--- src/pars_pkg.sv ---
// Package for the pinned address range set: command codes, field widths,
// parameter defaults and the result word type. No dependencies.
package pars_pkg;

   // parameter defaults
   localparam int CAPACITY_DEF  = 32;
   localparam int ADDR_BITS_DEF = 48;

   // fixed field widths
   localparam int START_W  = 32;
   localparam int LEN_W    = 32;
   localparam int HDR_W    = 16;
   localparam int OFFSET_W = 32;

   typedef enum logic [1:0] {
      CMD_PUT     = 2'd0,
      CMD_HAS     = 2'd1,
      CMD_OFFSETS = 2'd2,
      CMD_CLEAR   = 2'd3
   } cmd_type;

   // one result word
   typedef struct packed {
      logic                hit;
      logic [OFFSET_W-1:0] offset;
      logic                offset_valid;
      logic                dropped;
      logic                last;
   } rsp_type;

   function automatic rsp_type make_rsp(input logic                hit,
                                        input logic [OFFSET_W-1:0] offset,
                                        input logic                offset_valid,
                                        input logic                dropped,
                                        input logic                last);
      rsp_type r;
      r.hit          = hit;
      r.offset       = offset;
      r.offset_valid = offset_valid;
      r.dropped      = dropped;
      r.last         = last;
      return r;
   endfunction

endpackage

--- src/pinned_address_range_set.sv ---
// Pinned address range set: sorted address store with range and offset queries.
// Clear and zero insert answer from ST_LO. Queries and offset listings run ST_LO, ST_HI,
// ST_SCAN, ST_DRAIN, offsets one a cycle in the scan. Inserts run ST_LO, ST_SCAN, ST_DRAIN
// (end of duplicate or refused ones), ST_SHIFT and ST_SHWR if entries move up, ST_PUT.
// A new word is taken while the final result shows; results are never held off.
// Reset is synchronous and empties the set at once (fill count, no clearing pass).
module pinned_address_range_set #(
   parameter int CAPACITY  = pars_pkg::CAPACITY_DEF,
   parameter int ADDR_BITS = pars_pkg::ADDR_BITS_DEF
) (
   input  logic                          clock,
   input  logic                          reset,
   input  logic                          start,
   output logic                          busy,
   input  logic [1:0]                    req_cmd,
   input  logic [ADDR_BITS-1:0]          req_address,
   input  logic [pars_pkg::START_W-1:0]  req_start_req,
   input  logic [pars_pkg::LEN_W-1:0]    req_length,
   input  logic [pars_pkg::HDR_W-1:0]    req_header,
   output logic                          rsp_valid,
   output logic                          rsp_hit,
   output logic [pars_pkg::OFFSET_W-1:0] rsp_offset,
   output logic                          rsp_offset_valid,
   output logic                          rsp_dropped,
   output logic                          rsp_last
);

   localparam int IW   = $clog2(CAPACITY);
   localparam int CNTW = $clog2(CAPACITY + 1);
   localparam int LOW  = pars_pkg::START_W + 1;
   localparam int HIW  = LOW + 1;
   localparam int CW   = (ADDR_BITS > HIW) ? ADDR_BITS : HIW;

   typedef enum logic [2:0] {
      ST_IDLE, ST_LO, ST_HI, ST_SCAN, ST_DRAIN, ST_SHIFT, ST_SHWR, ST_PUT
   } state_type;

   state_type                     state_ff;
   logic [CNTW-1:0]               count_ff;
   pars_pkg::cmd_type             cmd_ff;
   logic [ADDR_BITS-1:0]          base_ff;
   logic [pars_pkg::START_W-1:0]  start_ff;
   logic [pars_pkg::LEN_W-1:0]    len_ff;
   logic [pars_pkg::HDR_W-1:0]    hdr_ff;
   logic [LOW-1:0]                lo_ff;
   logic [HIW-1:0]                hi_ff;
   logic [CNTW-1:0]               sc_ff;
   logic [CNTW-1:0]               lim_ff;
   logic                          rd_vld_ff;
   logic                          rd_shift_ff;
   logic [IW-1:0]                 rd_idx_ff;
   logic                          d_vld_ff;
   logic [ADDR_BITS:0]            diff_ff;
   logic                          dup_ff;
   logic [CNTW-1:0]               lt_cnt_ff;
   logic                          hit_ff;
   logic                          pend_ff;
   logic [pars_pkg::OFFSET_W-1:0] pend_off_ff;
   pars_pkg::rsp_type             rsp_ff;
   logic                          rsp_valid_ff;

   logic                          rd_en;
   logic                          wr_en;
   logic [IW-1:0]                 wr_addr;
   logic [ADDR_BITS-1:0]          wr_data;
   logic [ADDR_BITS-1:0]          rd_data;
   logic [ADDR_BITS:0]            diff_in;
   logic [CW-1:0]                 d_ext;
   logic                          less;
   logic                          eq;
   logic                          in_win;
   logic [pars_pkg::OFFSET_W-1:0] off_in;

   // sorted address store, ascending in slots 0 .. count-1
   pars_ram #(
      .WIDTH (ADDR_BITS),
      .DEPTH (CAPACITY)
   ) u_ram (
      .clock   (clock),
      .wr_en   (wr_en),
      .wr_addr (wr_addr),
      .wr_data (wr_data),
      .rd_addr (sc_ff[IW-1:0]),
      .rd_data (rd_data)
   );

   // issue reads while scanning or moving entries up
   assign rd_en = ((state_ff == ST_SCAN) && (sc_ff != lim_ff)) || (state_ff == ST_SHIFT);

   // write moved entries one slot up, then the new address at its place
   assign wr_en   = (state_ff == ST_PUT) || (rd_vld_ff && rd_shift_ff);
   assign wr_addr = (state_ff == ST_PUT) ? lt_cnt_ff[IW-1:0] : IW'(rd_idx_ff + 1'b1);
   assign wr_data = (state_ff == ST_PUT) ? base_ff : rd_data;

   // shared subtractor: entry minus base, borrow marks entry below base
   assign diff_in = {1'b0, rd_data} - {1'b0, base_ff};

   // compare stage on the registered difference
   assign less   = diff_ff[ADDR_BITS];
   assign eq     = (diff_ff == '0);
   assign d_ext  = CW'(diff_ff[ADDR_BITS-1:0]);
   assign in_win = !less && (d_ext >= CW'(lo_ff)) && (d_ext < CW'(hi_ff));
   assign off_in = d_ext[pars_pkg::OFFSET_W-1:0] - pars_pkg::OFFSET_W'(hdr_ff);

   // sequencer, scan pipeline and result register
   always_ff @(posedge clock) begin
      if (reset) begin
         state_ff     <= ST_IDLE;
         count_ff     <= '0;
         rd_vld_ff    <= 1'b0;
         d_vld_ff     <= 1'b0;
         rsp_valid_ff <= 1'b0;
      end else begin
         rsp_valid_ff <= 1'b0;
         rd_vld_ff    <= rd_en;
         rd_shift_ff  <= (state_ff == ST_SHIFT);
         rd_idx_ff    <= sc_ff[IW-1:0];
         d_vld_ff     <= rd_vld_ff && !rd_shift_ff;
         diff_ff      <= diff_in;

         // accumulate per entry; stream offsets one behind to mark the last
         if (d_vld_ff) begin
            dup_ff <= dup_ff | eq;
            if (less) begin
               lt_cnt_ff <= lt_cnt_ff + 1'b1;
            end
            if (in_win) begin
               hit_ff <= 1'b1;
               if (cmd_ff == pars_pkg::CMD_OFFSETS) begin
                  if (pend_ff) begin
                     rsp_valid_ff <= 1'b1;
                     rsp_ff <= pars_pkg::make_rsp(1'b0, pend_off_ff, 1'b1, 1'b0, 1'b0);
                  end
                  pend_ff     <= 1'b1;
                  pend_off_ff <= off_in;
               end
            end
         end

         unique case (state_ff)
            ST_IDLE: begin
               if (start) begin
                  cmd_ff   <= pars_pkg::cmd_type'(req_cmd);
                  base_ff  <= req_address;
                  start_ff <= req_start_req;
                  len_ff   <= req_length;
                  hdr_ff   <= req_header;
                  state_ff <= ST_LO;
               end
            end
            ST_LO: begin
               dup_ff    <= 1'b0;
               lt_cnt_ff <= '0;
               hit_ff    <= 1'b0;
               pend_ff   <= 1'b0;
               sc_ff     <= '0;
               if (cmd_ff == pars_pkg::CMD_HAS) begin
                  lo_ff <= LOW'(start_ff) + LOW'(hdr_ff);
               end else begin
                  lo_ff <= LOW'(hdr_ff);
               end
               unique case (cmd_ff)
                  pars_pkg::CMD_CLEAR: begin
                     count_ff     <= '0;
                     rsp_valid_ff <= 1'b1;
                     rsp_ff   <= pars_pkg::make_rsp(1'b0, '0, 1'b0, 1'b0, 1'b1);
                     state_ff <= ST_IDLE;
                  end
                  pars_pkg::CMD_PUT: begin
                     if (base_ff == '0) begin
                        rsp_valid_ff <= 1'b1;
                        rsp_ff   <= pars_pkg::make_rsp(1'b0, '0, 1'b0, 1'b0, 1'b1);
                        state_ff <= ST_IDLE;
                     end else begin
                        lim_ff   <= count_ff;
                        state_ff <= ST_SCAN;
                     end
                  end
                  pars_pkg::CMD_HAS, pars_pkg::CMD_OFFSETS: begin
                     lim_ff   <= (base_ff == '0) ? '0 : count_ff;
                     state_ff <= ST_HI;
                  end
               endcase
            end
            ST_HI: begin
               hi_ff    <= HIW'(lo_ff) + HIW'(len_ff);
               state_ff <= ST_SCAN;
            end
            ST_SCAN: begin
               if (sc_ff == lim_ff) begin
                  state_ff <= ST_DRAIN;
               end else begin
                  sc_ff <= sc_ff + 1'b1;
               end
            end
            ST_DRAIN: begin
               if (!rd_vld_ff && !d_vld_ff) begin
                  unique case (cmd_ff)
                     pars_pkg::CMD_HAS: begin
                        rsp_valid_ff <= 1'b1;
                        rsp_ff   <= pars_pkg::make_rsp(hit_ff, '0, 1'b0, 1'b0, 1'b1);
                        state_ff <= ST_IDLE;
                     end
                     pars_pkg::CMD_OFFSETS: begin
                        rsp_valid_ff <= 1'b1;
                        rsp_ff <= pend_ff ?
                           pars_pkg::make_rsp(1'b0, pend_off_ff, 1'b1, 1'b0, 1'b1) :
                           pars_pkg::make_rsp(1'b0, '0, 1'b0, 1'b0, 1'b1);
                        state_ff <= ST_IDLE;
                     end
                     pars_pkg::CMD_PUT: begin
                        priority if (dup_ff) begin
                           rsp_valid_ff <= 1'b1;
                           rsp_ff   <= pars_pkg::make_rsp(1'b0, '0, 1'b0, 1'b0, 1'b1);
                           state_ff <= ST_IDLE;
                        end else if (count_ff == CNTW'(CAPACITY)) begin
                           rsp_valid_ff <= 1'b1;
                           rsp_ff   <= pars_pkg::make_rsp(1'b0, '0, 1'b0, 1'b1, 1'b1);
                           state_ff <= ST_IDLE;
                        end else if (lt_cnt_ff == count_ff) begin
                           state_ff <= ST_PUT;
                        end else begin
                           sc_ff    <= CNTW'(count_ff - 1'b1);
                           state_ff <= ST_SHIFT;
                        end
                     end
                     pars_pkg::CMD_CLEAR: begin
                        state_ff <= ST_IDLE;
                     end
                  endcase
               end
            end
            ST_SHIFT: begin
               if (sc_ff == lt_cnt_ff) begin
                  state_ff <= ST_SHWR;
               end else begin
                  sc_ff <= sc_ff - 1'b1;
               end
            end
            ST_SHWR: begin
               // last moved entry is written this cycle
               state_ff <= ST_PUT;
            end
            ST_PUT: begin
               count_ff     <= count_ff + 1'b1;
               rsp_valid_ff <= 1'b1;
               rsp_ff       <= pars_pkg::make_rsp(1'b0, '0, 1'b0, 1'b0, 1'b1);
               state_ff     <= ST_IDLE;
            end
            default: begin
               state_ff <= ST_IDLE;
            end
         endcase
      end
   end

   assign busy             = (state_ff != ST_IDLE);
   assign rsp_valid        = rsp_valid_ff;
   assign rsp_hit          = rsp_ff.hit;
   assign rsp_offset       = rsp_ff.offset;
   assign rsp_offset_valid = rsp_ff.offset_valid;
   assign rsp_dropped      = rsp_ff.dropped;
   assign rsp_last         = rsp_ff.last;

endmodule

--- src/pars_ram.sv ---
// Generic simple dual-port RAM: one write port, one read port with
// registered read data. No dependencies.
module pars_ram #(
   parameter int WIDTH = 48,
   parameter int DEPTH = 32
) (
   input  logic                     clock,
   input  logic                     wr_en,
   input  logic [$clog2(DEPTH)-1:0] wr_addr,
   input  logic [WIDTH-1:0]         wr_data,
   input  logic [$clog2(DEPTH)-1:0] rd_addr,
   output logic [WIDTH-1:0]         rd_data
);

   logic [WIDTH-1:0] mem [DEPTH];
   logic [WIDTH-1:0] rd_data_ff;

   // write and registered read
   always_ff @(posedge clock) begin
      if (wr_en) begin
         mem[wr_addr] <= wr_data;
      end
      rd_data_ff <= mem[rd_addr];
   end

   assign rd_data = rd_data_ff;

endmodule

--- config.mk ---
export PLATFORM = sky130hd
export DESIGN_NAME = pinned_address_range_set
export DESIGN_NICKNAME = d
export VERILOG_FILES = /design/src/pars_pkg.sv /design/src/pinned_address_range_set.sv /design/src/pars_ram.sv
export SDC_FILE = /design/constraint.sdc
export NUM_CORES = 2
export LEC_CHECK = 0
export ABC_AREA = 1
export BUFFER_PORTS_ARGS = -buffer_cell sky130_fd_sc_hd__buf_4
export CORE_MARGIN = 5
export CORE_UTILIZATION = 35
export CTS_CLUSTER_DIAMETER = 200
export DETAILED_ROUTE_END_ITERATION = 6
export GPL_ROUTABILITY_DRIVEN = 0
export HOLD_SLACK_MARGIN = 0.06
export MAX_ROUTING_LAYER = met4
export PLACE_DENSITY = 0.47
export REMOVE_ABC_BUFFERS = 1
export SLEW_MARGIN = 40
export SYNTH_ARGS = -nofsm -noshare
export SYNTH_HDL_FRONTEND = slang
export SYNTH_SLANG_ARGS = --single-unit
export TNS_END_PERCENT = 30
--- constraint.sdc ---
create_clock -name clock -period 20.2 [get_ports clock]
set_clock_uncertainty 0.05 [all_clocks]
set_input_delay 4.04 -clock clock [delete_from_list [all_inputs] [get_ports clock]]
set_output_delay 4.04 -clock clock [all_outputs]
set_load 0.01 [all_outputs]
==> Word-level counts from Yosys, hierarchy flattened <==
Memory sizes are Yosys's and may differ from the RTL's. A register that Yosys moved wholly into a read port is not among the register bits.
Cells that the tools add are included.
{ "op_classes": {"mux": 60, "magnitude_cmp": 2, "n_reduce_logical": 38, "n_bitwise": 2, "addsub": 10, "n_eq_ne": 27} }
{ "op_table": {"columns": ["operator", "count"], "rows": [
  ["$mux W36", 8],
  ["$pmux W36 S3", 2],
  ["$mux W6", 12],
  ["$pmux W36 S2", 1],
  ["$logic_not A49 Y1", 1],
  ["$sub A48 B48 Y49", 1],
  ["$ge A48 B33 Y1", 1],
  ["$logic_not A48 Y1", 1],
  ["$lt A48 B34 Y1", 1],
  ["$mux W48", 1],
  ["$mux W35", 1],
  ["$add A33 B32 Y34", 1],
  ["$add A32 B16 Y33", 1],
  ["$sub A32 B16 Y32", 1],
  ["$pmux W3 S8", 1],
  ["$pmux W6 S2", 2],
  ["$pmux W6 S4", 1],
  ["$ne A2 B2 Y1 const B", 10],
  ["$add A6 B1 Y6 const B", 3],
  ["$eq A6 B6 Y1", 3],
  ["$mux W3", 6],
  ["$mux W1", 16],
  ["$mux W16", 1],
  ["$reduce_and A4 Y1", 4],
  ["31 further kinds", 59]
]} }
{ "totals": {"out_inout_bits": 38, "inputBits": 133, "reg_bits": 353, "mem_bits_rw": 1536, "memories": 1} }
{ "memory_table": {"columns": ["name", "words", "word_bits", "read_ports", "rd_clocked_by_memory_dff", "write_ports", "line_no", "rtl"], "rows": [
  ["u_ram.mem", 32, 48, 1, 1, 1, "pars_ram.sv:15", "logic [WIDTH-1:0] mem [DEPTH];"]
]} }

==> Logic depth before layout (Yosys ltp) <==
{ "logic_depth": {"ltp_word": 10, "mapped_depth": 18, "depth_no_buf": 18} }

==> Modules after synthesis <==
A second synthesis with hierarchy kept.
{ "hier_totals": {"cells_unflattened": 7878, "area_unflattened_um2": 85807.3} }
{ "modules_own_cells": {"columns": ["mod", "instances", "cells_per_inst", "seq_area_each_um2", "area_per_inst_um2"], "rows": [
  ["pars_ram", 1, 5279, 47085.2, 62969.1],
  ["pinned_address_range_set", 1, 2599, 10480.1, 22838.2]
]} }

==> Worst setup path before layout <==
OpenSTA, ideal clock, no wires.
{ "synth_path": {"kind": "input to register", "startpoint": "in reset", "endpoint": "reg base_ff[0], enable pin", "setup_time_ps": 778, "path_buffers": 1, "stages": 2, "arrival_ps": 13057, "path_slack_ps": 6315, "path_cell_list": "clkbuf_1 nor3_1"} }
{ "synth_via": {"elab_chain_cells": 2} }
{ "synth_lines": {"columns": ["element", "line_no", "rtl"], "rows": [
  ["start: declaration", "pinned_address_range_set.sv:12", "input logic reset,"],
  ["$not A1 Y1 (no line)", null, null],
  ["$reduce_and A3 Y1 (no line)", null, null],
  ["end signal: assignment", "pinned_address_range_set.sv:144", "base_ff <= req_address;"],
  ["end: declaration", "pinned_address_range_set.sv:41", "logic [ADDR_BITS-1:0] base_ff;"]
]} }
No other way between the ends.
A chain may end at the register's enable or synchronous reset.

==> Final worst setup path <==
{ "layout_path": {"startpoint": "reg state_ff[2]", "endpoint": "out busy"} }
{ "layout_via": {"elab_chain_cells": 1} }
{ "layout_lines": {"columns": ["element", "line_no", "rtl"], "rows": [
  ["start: declaration", "pinned_address_range_set.sv:38", "state_type state_ff;"],
  ["start signal: assignment", "pinned_address_range_set.sv:108", "state_ff <= ST_IDLE;"],
  ["start signal: assignment", "pinned_address_range_set.sv:148", "state_ff <= ST_LO;"],
  ["start signal: assignment", "pinned_address_range_set.sv:167", "state_ff <= ST_IDLE;"],
  ["$reduce_bool A3 Y1", "pinned_address_range_set.sv:257", "assign busy = (state_ff != ST_IDLE);"],
  ["end: declaration", "pinned_address_range_set.sv:14", "output logic busy,"]
]} }
No other way between the ends.

==> results.md <==
- Initial core utilization: 35.1%
- Total track usage: between 20% and 30%
- Slew @ Worst Pin: 0.892 ns
- PortBufs: 170
- Total power: 13.5 mW
- Syn avg cell area: 12.2 um^2
- Worst rel slew slack: 40.5%
- Max-slew violations: 0
- Outcome: finished with violations
- CP Class: reg2out
- Max cap viols: 0
- Antenna violations before repair: 3
- Reg2Reg Setup Slack: 15.89 ns
- Placed wire-length estimate: roughly 160000 um
- Pleak: 32.4 nW
- Setup crit end kind: output port
- Arr. time, crit path: 1.89 ns
- DR WL/cell: 26.1 um
- Hold_buf cts: 0
- Worst reg2reg path depth: 9
- Post-route minimum period: 5.98 ns
- H-tree levels: 4
- Clock latency on the worst-skew pair: ~0.85 ns
- R2r startpoint: state_ff[2]$_SDFFE_PP0P_
- Hold Path Class: reg2reg
- CTS Root Cell: clkbuf_16
- Setup TNS: 0 ns
- Nets: around 7.3k
- Peak VDD IR: 0.0000910 V
- Syn-to-layout area delta: 14.8%
- Setup Buffers After CTS: 0
- Final worst-path setup slack: around 14 ns
- CTS max path bufs: 3
- Vias: 55.9k
- Synth cell types: 63
- First drt pass iteration count: 7
- Worst Setup SP: state_ff[2]$_SDFFE_PP0P_
- Pre-CTS setup slack: 13.39 ns
- Failing checks: DRC
- Seq/Total Area, Yosys: approximately 69%
- 1st-iter DRT viols: between 5k and 6k
- RSZ-0062 raised after global routing: false
- Clock-pin slew on the worst setup and hold paths: 0.06 ns
- Endpoints failing setup: 0
- Drt drc: 4
- Syn Inst Count: 6806
- ANT nets after route: 0
- Tcrit/Tclk final: between 20% and 30%
- CTS resizes: 0
- Hold path cells: 1
- WHS: 0.387 ns
- Worst setup SP type: register
- Synthesized flop and latch total: 1937
- Cell area after synthesis: 83300 um^2
- First-pass GRT wire length: around 390000 um
- Clk sink count: 1937
- DIE AREA: 248000 um^2
- Most common library cell in the layout ignoring fill and taps: edfxtp_1
- Share of cells above drive strength 1: 11.1%
- Width of the die: approximately 500 um
- Hold EP: d_vld_ff$_SDFF_PP0_
- Pwr/cell area: between 100 and 150 nW/um^2
- Total core area: approximately 240000 um^2
- Worst Min Path Start: rd_shift_ff$_DFFE_PN_
- CP Data Required Time: 16.11 ns
- Final hold vios: 0
- Max Freq: between 0.15 and 0.2 GHz
- CP Max Fanout: 6
- Top Ports: 171
- Reg2reg end: u_ram.mem[22][4]$_DFFE_PP_
- Synth Warn #: 0
- Die Ht: approximately 500 um
- Rows: 179
- Total Wirelength: about 270000 um
- Total gr overflow: 0
- Vias in the first global route: 54.5k
- Via density: 5.42
- Commonest non-fill, non-tap cells in the layout: 1877 x edfxtp_1, 1082 x nor2_1, 900 x o21ai_0
- Util after Layout: 40.3%
- Largest net degree at the start of global routing: 183
- CTS Buf Count: 206
- CTS tree: done
-- layer usage --
metal	global-route usage [%]	part of all wire, %
met3	2.41	5.2
met1	29.1	44
met5	-	0
met4	7.38	3.6
met2	34.2	47
-- power by group --
group	switching, mW	internal [mW]	total, mW
registers	0.298	5.25	5.55
clock network	1.61	2.09	3.70
logic	2.98	1.22	4.20
total	4.89	8.57	13.5
-- Yosys cell counts (all sizes together) --
library cell | number | area, um^2
nand2b | 1 | 6.26
a21o | 15 | 113
and2 | 2 | 15.0
o21a | 39 | 293
o21bai | 9 | 75.1
a21oi | 195 | 1010
o211ai | 7 | 52.6
nor3b | 2 | 15.0
and3 | 2 | 12.5
o22ai | 103 | 644
a311oi | 1 | 8.76
o221ai | 289 | 2530
o21ai | 1046 | 5330
nor2 | 1130 | 4290
nor3 | 37 | 206
ha | 192 | 2400
dfxtp | 60 | 1200
nand3b | 3 | 22.5
buf | 128 | 713
clkinv | 5 | 18.8
nor4 | 25 | 188
nand2 | 522 | 2020
a32oi | 33 | 289
o2111ai | 3 | 26.3
inv | 373 | 1400
xor2 | 80 | 701
nand4 | 39 | 259
clkbuf | 237 | 893
fa | 5 | 100
a21boi | 8 | 60.1
nor4b | 1 | 8.76
edfxtp | 1877 | 56400
or2 | 13 | 81.3
a221oi | 2 | 17.5
nand3 | 196 | 996
xnor2 | 48 | 420
o221a | 2 | 22.5
a31oi | 72 | 450
o31ai | 2 | 15.0
a211oi | 2 | 15.0
-- registers in the layout, summed over array words and instances (netlist names), 33 cells and up --
name	count
u_ram.rd_data	48
diff_ff	49
base_ff	48
hi_ff	34
lo_ff	33
u_ram.mem	1536
-- per-stage QoR --
step	cells	cell area, um^2
floorplan	6441	81700
global placement	9900	88300
detailed placement	9917	88900
CTS	10300	95500
global route	10300	95600
finish	10300	95600
-- worst max path at each step --
stage / endpoint / depth (start not counted) / slack (ns)
floorplan: sc_ff[4]$_DFFE_PP_ / 8 / -11.12
global placement: lt_cnt_ff[3]$_SDFFCE_PP0P_ / 5 / 13.44
detailed placement: lt_cnt_ff[4]$_SDFFCE_PP0P_ / 5 / 13.39
CTS: busy / 5 / 14.16
global route: busy / 5 / 14.10
finish: busy / 5 / 14.22
-- layout make-up --
cell class / count / area [um^2]
inverters: 378 / 1460
well taps: 3167 / 3960
repair buffers: 312 / 2730
multi-input cells: 4126 / 23300
diodes: 2 / 5.00
fillers: 22500 / 142000
clock buffers: 247 / 5340
flip-flops and latches: 1937 / 57600
clock inverters: 137 / 1240
-- critical path: stages, from the launching register on --
cell and delay (ns):
dfxtp_1 0.40, nor2_1 0.18, inv_1 0.08, nor2_1 0.13, inv_1 0.10, buf_4 0.15
-- kinds of logic after synthesis --
kind of cell             synth area share [%]
AND/OR/NAND/NOR                          9.75
flip-flops                               69.1
AO/OA/AOI/OAI                            13.2
buffers and inverters                    3.63
adder cells (fa/ha/maj)                  3.00
XOR/XNOR                                 1.35
Note: power is estimated with default switching activity, not from simulation.
